### src/hdl/ptc_pkg.sv
// Package for the perceptron train/classify block: payload structs, codes,
// fixed-point constants and reset values. No dependencies.
`timescale 1ns / 1ps
`default_nettype none

package ptc_pkg;

  // Default feature dimension.
  localparam int DIM_DEFAULT = 8;

  // Queue depths.
  localparam int CMD_DEPTH = 4;
  localparam int RES_DEPTH = 2;

  // Configuration port.
  localparam int CFG_IDX_W  = 4;
  localparam int CFG_DATA_W = 16;
  localparam logic [CFG_IDX_W-1:0] CFG_LEARNING_RATE = 4'd0;
  localparam logic [CFG_IDX_W-1:0] CFG_ADD_BIAS      = 4'd1;
  localparam logic [15:0] LR_RESET       = 16'd655;
  localparam logic        ADD_BIAS_RESET = 1'b1;

  // Item operation codes.
  localparam logic [1:0] OP_LOAD     = 2'd0;
  localparam logic [1:0] OP_CLASSIFY = 2'd1;
  localparam logic [1:0] OP_TRAIN    = 2'd2;
  localparam logic [1:0] OP_UNUSED   = 2'd3;

  // Fixed-point constants: weights Q8.16, features Q8.8.
  localparam logic signed [23:0] W_MAX    = 24'sh7FFFFF;
  localparam logic signed [23:0] W_MIN    = -24'sh800000;
  localparam logic signed [15:0] ONE_Q8_8 = 16'sd256;

  typedef struct packed {
    logic [1:0]         op;
    logic signed [23:0] value;
    logic [3:0]         weight_index;
    logic               last_element;
    logic               target;
  } in_item_t;

  typedef struct packed {
    logic class_out;
    logic weights_changed;
    logic sample_error;
  } out_item_t;

  typedef struct packed {
    logic [15:0] learning_rate;
    logic        add_bias;
  } cfg_t;

  typedef enum logic {
    CMD_LOAD,
    CMD_ELEM
  } cmd_kind_t;

  // Decoded command from the front to the back.
  typedef struct packed {
    cmd_kind_t          kind;
    logic               is_train;
    logic signed [23:0] value;
    logic [3:0]         weight_index;
    logic               last;
    logic               target;
  } cmd_t;

  typedef enum logic [2:0] {
    ST_IDLE,
    ST_MAC,
    ST_ACC,
    ST_BMUL,
    ST_BACC,
    ST_UMUL,
    ST_UWR,
    ST_RES
  } back_state_t;

endpackage

`default_nettype wire

### src/hdl/ptc_fifo.sv
// Small synchronous FIFO of a generic payload type, used for the command
// queue and the result queue. Depends on nothing.
`timescale 1ns / 1ps
`default_nettype none

module ptc_fifo #(
  parameter type T     = logic,
  parameter int  DEPTH = 2
) (
  input  wire logic clk,
  input  wire logic rst_n,
  input  wire logic push,
  input  wire T     wdata,
  output logic      full,
  input  wire logic pop,
  output T          rdata,
  output logic      empty
);

  localparam int PW = (DEPTH > 1) ? $clog2(DEPTH) : 1;
  localparam int CW = $clog2(DEPTH + 1);

  T               mem_r [DEPTH];
  logic [PW-1:0]  wr_ptr_r, wr_ptr_nxt;
  logic [PW-1:0]  rd_ptr_r, rd_ptr_nxt;
  logic [CW-1:0]  cnt_r, cnt_nxt;
  logic           do_push, do_pop;

  assign full    = (cnt_r == CW'(DEPTH));
  assign empty   = (cnt_r == '0);
  assign do_push = push && !full;
  assign do_pop  = pop && !empty;
  assign rdata   = mem_r[rd_ptr_r];

  always_comb begin
    wr_ptr_nxt = wr_ptr_r;
    rd_ptr_nxt = rd_ptr_r;
    cnt_nxt    = cnt_r;
    if (do_push) begin
      wr_ptr_nxt = (wr_ptr_r == PW'(DEPTH - 1)) ? '0 : wr_ptr_r + 1'b1;
    end
    if (do_pop) begin
      rd_ptr_nxt = (rd_ptr_r == PW'(DEPTH - 1)) ? '0 : rd_ptr_r + 1'b1;
    end
    if (do_push && !do_pop) begin
      cnt_nxt = cnt_r + 1'b1;
    end else if (do_pop && !do_push) begin
      cnt_nxt = cnt_r - 1'b1;
    end
  end

  always_ff @(posedge clk) begin
    if (!rst_n) begin
      wr_ptr_r <= '0;
      rd_ptr_r <= '0;
      cnt_r    <= '0;
    end else begin
      wr_ptr_r <= wr_ptr_nxt;
      rd_ptr_r <= rd_ptr_nxt;
      cnt_r    <= cnt_nxt;
    end
  end

  always_ff @(posedge clk) begin
    if (do_push) begin
      mem_r[wr_ptr_r] <= wdata;
    end
  end

endmodule

`default_nettype wire

### src/hdl/ptc_front.sv
// Front end: accepts input transactions, decodes the operation and queues
// commands for the back end. Depends on ptc_pkg and ptc_fifo.
`timescale 1ns / 1ps
`default_nettype none

module ptc_front (
  input  wire logic             clk,
  input  wire logic             rst_n,
  input  wire logic             in_push,
  input  wire ptc_pkg::in_item_t in_data,
  output logic                  in_full,
  input  wire logic             cmd_pop,
  output ptc_pkg::cmd_t         cmd_data,
  output logic                  cmd_empty
);

  ptc_pkg::cmd_t cmd_dec;
  logic          cmd_keep;

  // The unused operation is accepted and dropped here.
  always_comb begin
    cmd_dec.kind         = ptc_pkg::CMD_ELEM;
    cmd_dec.is_train     = 1'b0;
    cmd_dec.value        = in_data.value;
    cmd_dec.weight_index = in_data.weight_index;
    cmd_dec.last         = in_data.last_element;
    cmd_dec.target       = in_data.target;
    cmd_keep             = 1'b1;
    unique case (in_data.op)
      ptc_pkg::OP_LOAD: begin
        cmd_dec.kind = ptc_pkg::CMD_LOAD;
      end
      ptc_pkg::OP_CLASSIFY: begin
        cmd_dec.is_train = 1'b0;
      end
      ptc_pkg::OP_TRAIN: begin
        cmd_dec.is_train = 1'b1;
      end
      ptc_pkg::OP_UNUSED: begin
        cmd_keep = 1'b0;
      end
    endcase
  end

  ptc_fifo #(
    .T     (ptc_pkg::cmd_t),
    .DEPTH (ptc_pkg::CMD_DEPTH)
  ) u_cmd_fifo (
    .clk   (clk),
    .rst_n (rst_n),
    .push  (in_push && cmd_keep),
    .wdata (cmd_dec),
    .full  (in_full),
    .pop   (cmd_pop),
    .rdata (cmd_data),
    .empty (cmd_empty)
  );

endmodule

`default_nettype wire

### src/hdl/ptc_back.sv
// Back end: sequencer holding the weight store and sample buffer, one multiply
// step per element, bias term, decision and weight update loop.
// Depends on ptc_pkg.
`timescale 1ns / 1ps
`default_nettype none

module ptc_back #(
  parameter int DIM = ptc_pkg::DIM_DEFAULT
) (
  input  wire logic           clk,
  input  wire logic           rst_n,
  input  wire ptc_pkg::cfg_t  cfg,
  input  wire ptc_pkg::cmd_t  cmd_in,
  input  wire logic           cmd_empty,
  output logic                cmd_pop,
  output ptc_pkg::out_item_t  res_data,
  output logic                res_push,
  input  wire logic           res_full
);

  localparam int AW    = $clog2(DIM + 1);
  localparam int CW    = $clog2(DIM + 3);
  localparam int IW    = (AW > 4) ? AW : 4;
  localparam int ACC_W = 41 + $clog2(DIM + 1);

  ptc_pkg::back_state_t state_r, state_nxt;
  ptc_pkg::cmd_t        cmd_r, cmd_nxt;
  logic [CW-1:0]        count_r, count_nxt;
  logic signed [ACC_W-1:0] sum_r, sum_nxt;
  logic signed [39:0]   prod_r, prod_nxt;
  logic signed [33:0]   upd_r, upd_nxt;
  logic                 use_r, use_nxt;
  logic [AW-1:0]        idx_r, idx_nxt;
  logic                 guess_r, guess_nxt;
  logic                 changed_r, changed_nxt;
  logic                 serr_r, serr_nxt;

  // Weight store with a valid bit per entry; an unwritten entry reads zero.
  logic signed [23:0]   wmem [DIM+1];
  logic [DIM:0]         wvalid_r;
  logic signed [23:0]   w_rdata_r;
  logic                 w_rvalid_r;
  logic                 w_we;
  logic [AW-1:0]        w_waddr;
  logic signed [23:0]   w_wdata;

  logic signed [15:0]   sbuf [DIM+1];
  logic signed [15:0]   s_rdata_r;
  logic                 s_we;
  logic [AW-1:0]        s_waddr;

  logic [AW-1:0]        raddr;

  logic                 pos_in, pos_use;
  logic [AW-1:0]        pos_addr;
  logic [IW-1:0]        load_idx;
  logic                 load_ok;
  logic signed [23:0]   w_rd;
  logic signed [15:0]   feat, bias_in, xi;
  logic signed [ACC_W-1:0] sum_fin;
  logic [CW-1:0]        expected;
  logic [17:0]          scale_mag;
  logic signed [17:0]   scale;
  logic signed [33:0]   rnd;
  logic signed [25:0]   delta;
  logic signed [26:0]   nw_wide;
  logic signed [23:0]   nw_sat;

  assign pos_in   = (count_r <= CW'(DIM));
  assign pos_use  = (count_r < CW'(DIM));
  assign pos_addr = pos_in ? count_r[AW-1:0] : '0;
  assign load_idx = IW'(cmd_in.weight_index);
  assign load_ok  = (load_idx <= IW'(DIM));
  assign w_rd     = w_rvalid_r ? w_rdata_r : '0;
  assign feat     = $signed(cmd_r.value[15:0]);
  assign sum_fin  = sum_r + ACC_W'(prod_r);
  assign expected = (!cmd_r.is_train && !cfg.add_bias) ? CW'(DIM + 1) : CW'(DIM);

  // The bias is one for train or add_bias, else the last slot if filled, or zero.
  always_comb begin
    if (cmd_r.is_train || cfg.add_bias) begin
      bias_in = ptc_pkg::ONE_Q8_8;
    end else if (count_r > CW'(DIM)) begin
      bias_in = s_rdata_r;
    end else begin
      bias_in = '0;
    end
  end

  // Update step: (target - guess) is +2 or -2 when the guess was wrong.
  assign scale_mag = {1'b0, cfg.learning_rate, 1'b0};
  assign scale     = cmd_r.target ? $signed(scale_mag) : -$signed(scale_mag);

  always_comb begin
    if (idx_r == AW'(DIM)) begin
      xi = ptc_pkg::ONE_Q8_8;
    end else if (CW'(idx_r) < count_r) begin
      xi = s_rdata_r;
    end else begin
      xi = '0;
    end
  end

  // Round to Q8.16 (add half, floor) and saturate.
  assign rnd     = upd_r + 34'sd128;
  assign delta   = $signed(rnd[33:8]);
  assign nw_wide = 27'(w_rd) + 27'(delta);

  always_comb begin
    if (nw_wide > 27'(ptc_pkg::W_MAX)) begin
      nw_sat = ptc_pkg::W_MAX;
    end else if (nw_wide < 27'(ptc_pkg::W_MIN)) begin
      nw_sat = ptc_pkg::W_MIN;
    end else begin
      nw_sat = nw_wide[23:0];
    end
  end

  always_comb begin
    state_nxt   = state_r;
    cmd_nxt     = cmd_r;
    count_nxt   = count_r;
    sum_nxt     = sum_r;
    prod_nxt    = prod_r;
    upd_nxt     = upd_r;
    use_nxt     = use_r;
    idx_nxt     = idx_r;
    guess_nxt   = guess_r;
    changed_nxt = changed_r;
    serr_nxt    = serr_r;
    cmd_pop     = 1'b0;
    res_push    = 1'b0;
    w_we        = 1'b0;
    w_waddr     = '0;
    w_wdata     = cmd_in.value;
    s_we        = 1'b0;
    s_waddr     = pos_addr;
    raddr       = '0;

    unique case (state_r)
      ptc_pkg::ST_IDLE: begin
        raddr = pos_addr;
        if (!cmd_empty) begin
          cmd_pop = 1'b1;
          unique case (cmd_in.kind)
            ptc_pkg::CMD_LOAD: begin
              w_we    = load_ok;
              w_waddr = load_idx[AW-1:0];
            end
            ptc_pkg::CMD_ELEM: begin
              cmd_nxt   = cmd_in;
              s_we      = pos_in;
              use_nxt   = pos_use;
              state_nxt = ptc_pkg::ST_MAC;
              if (count_r < CW'(DIM + 2)) begin
                count_nxt = count_r + 1'b1;
              end
            end
          endcase
        end
      end
      ptc_pkg::ST_MAC: begin
        prod_nxt  = use_r ? 40'(w_rd) * 40'(feat) : '0;
        state_nxt = ptc_pkg::ST_ACC;
      end
      ptc_pkg::ST_ACC: begin
        sum_nxt   = sum_fin;
        raddr     = AW'(DIM);
        state_nxt = cmd_r.last ? ptc_pkg::ST_BMUL : ptc_pkg::ST_IDLE;
      end
      ptc_pkg::ST_BMUL: begin
        raddr     = AW'(DIM);
        prod_nxt  = 40'(w_rd) * 40'(bias_in);
        state_nxt = ptc_pkg::ST_BACC;
      end
      ptc_pkg::ST_BACC: begin
        raddr       = '0;
        idx_nxt     = '0;
        guess_nxt   = (sum_fin > 0);
        serr_nxt    = (count_r != expected);
        changed_nxt = cmd_r.is_train && ((sum_fin > 0) != cmd_r.target);
        state_nxt   = changed_nxt ? ptc_pkg::ST_UMUL : ptc_pkg::ST_RES;
      end
      ptc_pkg::ST_UMUL: begin
        raddr     = idx_r;
        upd_nxt   = scale * xi;
        state_nxt = ptc_pkg::ST_UWR;
      end
      ptc_pkg::ST_UWR: begin
        w_we    = 1'b1;
        w_waddr = idx_r;
        w_wdata = nw_sat;
        // Fetch the next entry while this one is written back.
        raddr   = (idx_r == AW'(DIM)) ? '0 : idx_r + 1'b1;
        if (idx_r == AW'(DIM)) begin
          state_nxt = ptc_pkg::ST_RES;
        end else begin
          idx_nxt   = idx_r + 1'b1;
          state_nxt = ptc_pkg::ST_UMUL;
        end
      end
      ptc_pkg::ST_RES: begin
        if (!res_full) begin
          res_push  = 1'b1;
          count_nxt = '0;
          sum_nxt   = '0;
          state_nxt = ptc_pkg::ST_IDLE;
        end
      end
    endcase
  end

  assign res_data.class_out       = guess_r;
  assign res_data.weights_changed = changed_r;
  assign res_data.sample_error    = serr_r;

  always_ff @(posedge clk) begin
    if (!rst_n) begin
      state_r  <= ptc_pkg::ST_IDLE;
      count_r  <= '0;
      sum_r    <= '0;
      wvalid_r <= '0;
    end else begin
      state_r <= state_nxt;
      count_r <= count_nxt;
      sum_r   <= sum_nxt;
      if (w_we) begin
        wvalid_r[w_waddr] <= 1'b1;
      end
    end
  end

  always_ff @(posedge clk) begin
    cmd_r     <= cmd_nxt;
    prod_r    <= prod_nxt;
    upd_r     <= upd_nxt;
    use_r     <= use_nxt;
    idx_r     <= idx_nxt;
    guess_r   <= guess_nxt;
    changed_r <= changed_nxt;
    serr_r    <= serr_nxt;
  end

  always_ff @(posedge clk) begin
    if (w_we) begin
      wmem[w_waddr] <= w_wdata;
    end
    w_rdata_r  <= wmem[raddr];
    w_rvalid_r <= wvalid_r[raddr];
  end

  always_ff @(posedge clk) begin
    if (s_we) begin
      sbuf[s_waddr] <= $signed(cmd_in.value[15:0]);
    end
    s_rdata_r <= sbuf[raddr];
  end

  a_count_range: assert property (@(posedge clk) disable iff (!rst_n)
    count_r <= CW'(DIM + 2))
    else $error("element count beyond its saturation value");

  a_clear_after_result: assert property (@(posedge clk) disable iff (!rst_n)
    res_push |=> (count_r == '0 && sum_r == '0))
    else $error("sample state not cleared after a result");

  a_loop_end: assert property (@(posedge clk) disable iff (!rst_n)
    (state_r == ptc_pkg::ST_UWR && idx_r == AW'(DIM)) |=> state_r == ptc_pkg::ST_RES)
    else $error("update loop did not finish at the bias weight");

  a_elem_start: assert property (@(posedge clk) disable iff (!rst_n)
    (cmd_pop && cmd_in.kind == ptc_pkg::CMD_ELEM) |=> state_r == ptc_pkg::ST_MAC)
    else $error("element command did not start a multiply step");

endmodule

`default_nettype wire

### src/hdl/perceptron_train_classify.sv
// Result path: a sample's last element passes MAC, ACC, BMUL and BACC, then UMUL and
// UWR for each of the DIM+1 weights if a train sample updates them, then RES queues
// the result. Flow: the back end does a weight read, multiply and accumulate per
// feature, writes loads from idle and takes commands only in idle; the front queues
// up to 4 items at one per cycle unless full. Reset: synchronous, active low; all
// weights read zero at once, registers reset, queues empty. No clearing pass.
`timescale 1ns / 1ps
`default_nettype none

module perceptron_train_classify #(
  parameter int DIM = ptc_pkg::DIM_DEFAULT
) (
  input  wire logic                              clk,
  input  wire logic                              rst_n,
  input  wire logic                              in_push,
  input  wire ptc_pkg::in_item_t                 in_data,
  output logic                                   in_full,
  output logic                                   out_empty,
  input  wire logic                              out_pop,
  output ptc_pkg::out_item_t                     out_data,
  input  wire logic                              cfg_valid,
  output logic                                   cfg_ready,
  input  wire logic [ptc_pkg::CFG_IDX_W-1:0]     cfg_index,
  input  wire logic [ptc_pkg::CFG_DATA_W-1:0]    cfg_data
);

  ptc_pkg::cfg_t      cfg_r;
  ptc_pkg::cmd_t      cmd_data;
  logic               cmd_empty;
  logic               cmd_pop;
  ptc_pkg::out_item_t res_data;
  logic               res_push;
  logic               res_full;

  assign cfg_ready = 1'b1;

  // Writes to indexes outside the register list are ignored.
  always_ff @(posedge clk) begin
    if (!rst_n) begin
      cfg_r.learning_rate <= ptc_pkg::LR_RESET;
      cfg_r.add_bias      <= ptc_pkg::ADD_BIAS_RESET;
    end else if (cfg_valid && cfg_ready) begin
      if (cfg_index == ptc_pkg::CFG_LEARNING_RATE) begin
        cfg_r.learning_rate <= cfg_data;
      end else if (cfg_index == ptc_pkg::CFG_ADD_BIAS) begin
        cfg_r.add_bias <= cfg_data[0];
      end
    end
  end

  ptc_front u_front (
    .clk       (clk),
    .rst_n     (rst_n),
    .in_push   (in_push),
    .in_data   (in_data),
    .in_full   (in_full),
    .cmd_pop   (cmd_pop),
    .cmd_data  (cmd_data),
    .cmd_empty (cmd_empty)
  );

  ptc_back #(
    .DIM (DIM)
  ) u_back (
    .clk       (clk),
    .rst_n     (rst_n),
    .cfg       (cfg_r),
    .cmd_in    (cmd_data),
    .cmd_empty (cmd_empty),
    .cmd_pop   (cmd_pop),
    .res_data  (res_data),
    .res_push  (res_push),
    .res_full  (res_full)
  );

  ptc_fifo #(
    .T     (ptc_pkg::out_item_t),
    .DEPTH (ptc_pkg::RES_DEPTH)
  ) u_res_fifo (
    .clk   (clk),
    .rst_n (rst_n),
    .push  (res_push),
    .wdata (res_data),
    .full  (res_full),
    .pop   (out_pop),
    .rdata (out_data),
    .empty (out_empty)
  );

endmodule

`default_nettype wire

### config.mk
export PLATFORM = sky130hd
export DESIGN_NAME = perceptron_train_classify
export DESIGN_NICKNAME = d
export VERILOG_FILES = /design/src/hdl/ptc_pkg.sv /design/src/hdl/ptc_fifo.sv /design/src/hdl/ptc_front.sv /design/src/hdl/ptc_back.sv /design/src/hdl/perceptron_train_classify.sv
export SDC_FILE = /design/constraint.sdc
export NUM_CORES = 2
export LEC_CHECK = 0
export BUFFER_PORTS_ARGS = -buffer_cell sky130_fd_sc_hd__buf_2
export CORE_MARGIN = 2
export CORE_UTILIZATION = 70
export CTS_CLUSTER_SIZE = 10
export DETAILED_ROUTE_END_ITERATION = 12
export GPL_ROUTABILITY_DRIVEN = 0
export PLACE_DENSITY = 0.95
export REMOVE_ABC_BUFFERS = 1
export SLEW_MARGIN = 30
export SYNTH_ARGS = -nofsm -noshare
export SYNTH_HDL_FRONTEND = slang
export SYNTH_HIERARCHICAL = 1
export SYNTH_SLANG_ARGS = --single-unit
### constraint.sdc
create_clock -name clk -period 19.9 [get_ports clk]
set_input_delay 0.995 -clock clk [delete_from_list [all_inputs] [get_ports clk]]
set_output_delay 0.995 -clock clk [all_outputs]
set_load 0.02 [all_outputs]
==> flow_metrics.py, run 1 <==
metrics = {
    "outcome": {
        "status": "stopped before the end",
        "stop_stage": "5_1_grt",
        "firstError": "[ERROR GRT-0232] Routing congestion too high. Check the congestion heatmap in the GUI.",
    },
    "clock_tree": {
        "clock_tree.buffer_depth": 3,
        "cts_buffers": 86,
        "clkSinkCount": 721,
        "cts.hold.buffers_added": 0,
        "cts_max_level": 3,
        "cts_resized": 0,
        "cts_root_buf": "clkbuf_16",
        "cts_setup_buffers": 0,
    },
    "synth": {
        "yosysSeqAreaShare_pct": 29.2,
        "synth_cell_types": 97,
        "synth_area_um2": 69700,
        "yosysWarningCount": 6,
        "synthCells": 7057,
        "synth_ff_type": "edfxtp_1",
        "synth_edf_count": 588,
        "synth_async_sr_flop_share_pct": 0,
        "syn_avg_cell_area_um2": 9.87,
        "ys_seq_elements": 721,
    },
    "global_routing": {
        "antenna_found_initial": 54,
        "overflow": 64,
        "grt_max_degree": 90,
        "grtUsageTotal_pct": 58.0,
    },
    "floorplanning": {
        "die_h_um": 320,
        "die_w_um": 320,
        "rows": 115,
        "io_pins": 63,
        "start_util_pct": 70.7,
    },
    "placed_design": {
        "io_buffers": 61,
        "dpl_cell_area_um2": 71100,
        "placed_cells": 8164,
        "dp_hpwl_um": 161000,
    },
}
-- Yosys cell counts, drive strengths merged (17+ instances only) --
cell type	n	area share, %
a211oi	19	0.20
a311oi	41	0.52
and2	42	0.38
nand3	171	1.2
xor2	81	1.0
nor2	500	2.7
clkbuf	291	1.6
a31oi	64	0.57
buf	25	0.32
nand2	1185	6.4
dfxtp	133	3.8
o22ai	23	0.21
edfxtp	588	25
a21oi	221	1.6
a21o	80	0.87
ha	362	6.5
o21bai	18	0.19
o211ai	17	0.18
o21ai	120	0.86
nand2b	26	0.23
a21boi	28	0.30
o21a	32	0.34
nor2b	37	0.33
nand4	25	0.22
nor3	44	0.33
xnor2	145	1.8
and3	232	2.1
inv	1224	6.6
fa	1027	30
mux4	32	1.0
mux2i	20	0.29
-- layer usage --
metal  overflow  GRT usage (%)
met2         32           72.9
met3          1           45.9
met1          3           57.6
met5          0           24.1
met4         28           53.8
-- kinds of logic after synthesis --
| kind of cell | Yosys count | share of synthesized area [%] |
|---|---|---|
| flip-flops | 721 | 29.2 |
| adder cells (fa/ha/maj) | 1389 | 36.0 |
| XOR/XNOR | 226 | 2.84 |
| multiplexers | 57 | 1.41 |
| buffers and inverters | 1545 | 8.52 |
| other | 1 | 0.00538 |
| AO/OA/AOI/OAI | 779 | 7.32 |
| AND/OR/NAND/NOR | 2339 | 14.7 |
-- metrics by stage --
step / hold WS [ns] / setup WS (ns)
after floorplan: 0.421 / 10.65
after global placement: 0.440 / 10.70
after detailed placement: 0.457 / 10.08
after CTS: 0.485 / 9.97
==> run 2: changes to the inputs <==
--- a/config.mk
+++ b/config.mk
@@ -7,11 +7,10 @@
 export LEC_CHECK = 0
 export BUFFER_PORTS_ARGS = -buffer_cell sky130_fd_sc_hd__buf_2
 export CORE_MARGIN = 2
-export CORE_UTILIZATION = 70
-export CTS_CLUSTER_SIZE = 10
+export CORE_UTILIZATION = 40
 export DETAILED_ROUTE_END_ITERATION = 12
 export GPL_ROUTABILITY_DRIVEN = 0
-export PLACE_DENSITY = 0.95
+export PLACE_DENSITY_LB_ADDON = 0.15
 export REMOVE_ABC_BUFFERS = 1
 export SLEW_MARGIN = 30
 export SYNTH_ARGS = -nofsm -noshare
==> run 2 against run 1 <==
  * The run now ends clean
  * Synthesized cell count is the same
  * Area after synthesis is the same
==> flow_metrics.py, run 2 <==
metrics = {
    "sta": {
        "rsz0062_at_grt": "false",
        "fin_worst_skew_ns": 0.0749,
        "final-hold-violation-count": 0,
        "holdWs_ns": 0.468,
        "fin_tns_setup_ns": 0,
        "min_period_over_period_pct": 50.9,
        "report.final.slew_viol_count": 0,
        "relSlewSlack_pct": 22.0,
        "worstMarginPinSlew_ns": 1.17,
        "max_freq_ghz": 0.0987,
        "final.setup.worst_slack_ns": 9.77,
        "min_period_ns": 10.13,
        "finalSetupViolations": 0,
    },
    "worst_setup_path": {
        "cp-end-kind": "flop",
        "path_max_fanout": 108,
        "regToRegSetupSlack_ns": 9.77,
        "crit_required_ns": 20.32,
        "start_kind": "flop",
        "r2r.worst_path.cells": 26,
        "worstPathArrival_ns": 10.55,
        "worstReg2RegEnd": "u_back/prod_r[39]",
        "r2r-start": "u_back/w_rvalid_r",
        "critical_path_class": "flop to flop",
    },
    "finish": {
        "layout_common_cells": "inv_1, nand2_1, fa_1, edfxtp_1, nor2_1",
        "mostFrequentLayoutCell": "inv_1",
        "largest_reg_flops": 216,
        "post-route-util_pct": 43.6,
        "layout-drive-gt1-share_pct": 5.95,
        "top_register": "u_back/wmem",
        "fin_area_um2": 75700,
        "reg_top3": "u_back/wmem: 216 flops, u_back/sbuf: 144 flops, u_front/u_cmd_fifo/mem_r: 128 flops",
        "area_growth_pct": 8.59,
        "stdcell_count": 9401,
        "fin_nets": 8451,
    },
    "synth": {
        "synth_edf_count": 588,
        "synth_area_um2": 69700,
        "yosys-top-cells-area": "fa_1, edfxtp_1, inv_1",
        "ys_top_cells_by_count": "inv_1, nand2_1, fa_1, edfxtp_1, nor2_1",
        "yosysSeqAreaShare_pct": 29.2,
        "syn_avg_cell_area_um2": 9.87,
        "synthCells": 7057,
        "yosysMostFrequentCell": "inv_1",
        "synth_top_area_share_pct": 29.5,
        "synth_ff_type": "edfxtp_1",
        "ys_seq_elements": 721,
        "yosysTopAreaCell": "fa_1",
        "synth_cell_types": 97,
        "yosysWarningCount": 6,
        "synth_async_sr_flop_share_pct": 0,
    },
    "floorplanning": {
        "die_w_um": 421,
        "rows": 153,
        "die_h_um": 421,
        "io_pins": 63,
        "die_area_um2": 178000,
        "coreArea_um2": 173000,
        "start_util_pct": 40.2,
    },
    "clock_tree": {
        "cts_buffers": 85,
        "cts_resized": 0,
        "clock_tree.buffer_depth": 3,
        "cts_max_level": 3,
        "clkSinkCount": 721,
        "cts.hold.buffers_added": 0,
        "tritoncts": "built",
        "clkSlewWorstSetupHoldPaths_ns": 0.06,
        "clk_latency_ns": 0.73,
        "cts_setup_buffers": 0,
        "cts_root_buf": "clkbuf_16",
    },
    "placed_design": {
        "dpl_cell_area_um2": 72800,
        "pre_cts_ws_ns": 10.05,
        "placed_cells": 9243,
        "io_buffers": 61,
        "dp_hpwl_um": 172000,
    },
    "power_and_ir_drop": {
        "peakVddDrop_mv": 0.285,
        "leakagePower_nw": 33.4,
        "power_mw": 11.4,
        "p_per_area_nw_per_um2": 150,
    },
    "global_routing": {
        "grt_pass1_wl_um": 329000,
        "grt.busiest_layer": "met2",
        "grt_max_degree": 109,
        "grt_use_met3_pct": 5.74,
        "grtUsageTotal_pct": 24.6,
        "met2_usage_pct": 40.4,
        "grtUsageMet1_pct": 32.4,
        "overflow": 0,
        "first_global_vias": 51700,
        "antenna_found_initial": 11,
    },
    "drt": {
        "drtAntennaViolNets": 0,
        "routed_via_density": 5.33,
        "drtPass1Iterations": 5,
        "drt_iter0_drc": 3823,
        "vias": 50100,
        "drc": 0,
        "drt_wl_total_um": 217000,
        "routedWlPerCell_um": 23.1,
    },
    "hold_path": {
        "hp-class": "flop to flop",
        "worstHoldStart": "u_back/wvalid_r[4]",
        "hold_end": "u_back/wvalid_r[4]",
        "whs_path_depth": 1,
    },
    "outcome": {
        "status": "completed",
    },
    "job": {
        "cap_viol_max_count": 0,
    },
}
## run 2: cell counts after synthesis
Identical to the previous run, type by type.
## run 2: worst max-delay path by stage
stage,from,end,slack (ns),depth (start not counted)
floorplan,u_back/count_r[0],u_back/s_rdata_r[0],10.65,10
global placement,u_back/count_r[0],u_back/prod_r[38],9.77,29
detailed placement,u_back/w_rvalid_r,u_back/prod_r[39],10.05,26
CTS,u_back/w_rvalid_r,u_back/prod_r[39],9.95,26
global route,u_back/w_rvalid_r,u_back/prod_r[39],9.47,26
finish,u_back/w_rvalid_r,u_back/prod_r[39],9.77,26
## run 2: critical path, cell delays in order (launching register included)
cell and delay, ns:
dfxtp_4 0.96, buf_4 0.55, nand2_1 0.30, inv_1 0.40
buf_4 0.31, nand2_1 0.11, fa_1 0.55, inv_1 0.05
fa_1 0.53, inv_1 0.06, fa_1 0.49, fa_1 0.50
fa_1 0.50, inv_1 0.05, fa_1 0.43, ha_1 0.35
inv_1 0.09, a2111o_1 0.30, a31oi_1 0.22, o21ai_0 0.31
o31ai_1 0.67, a21oi_1 0.26, o21ai_0 0.70, a41oi_1 0.37
a21oi_1 0.25, mux2i_1 0.11, a221o_1 0.30
## run 2: cells by family after synthesis
logic type,synth area share (%)
AOI/OAI and AO/OA,7.32
xor gates and xnor gates,2.84
adders and majority gates,36.0
buffers and inverters,8.52
DFF,29.2
muxes,1.41
other,0.00538
and+or+nand+nor,14.7
## run 2: where the power goes
part	internal [mW]	switching (mW)	total (mW)
combinational	2.49	5.01	7.50
clock	0.882	0.670	1.55
sequential	2.09	0.242	2.33
## run 2: area by class of cell
cell class / instances / area (um2)
Fill cell: 16700 / 97800
Multi-Input combinational cell: 4791 / 43700
Sequential cell: 721 / 20300
Inverter: 1229 / 4610
Tap cell: 2325 / 2910
Clock buffer: 109 / 2340
Timing Repair Buffer: 177 / 1320
Clock inverter: 47 / 465
Antenna cell: 2 / 5.00
## run 2: routing by layer
metal / part of all wire [%] / wire length (um)
met5: 0.058 / 126
met4: 3.1 / 6720
met3: 7.6 / 16600
met2: 47 / 103000
met1: 42 / 91200
(Power assumes the default switching activity.)
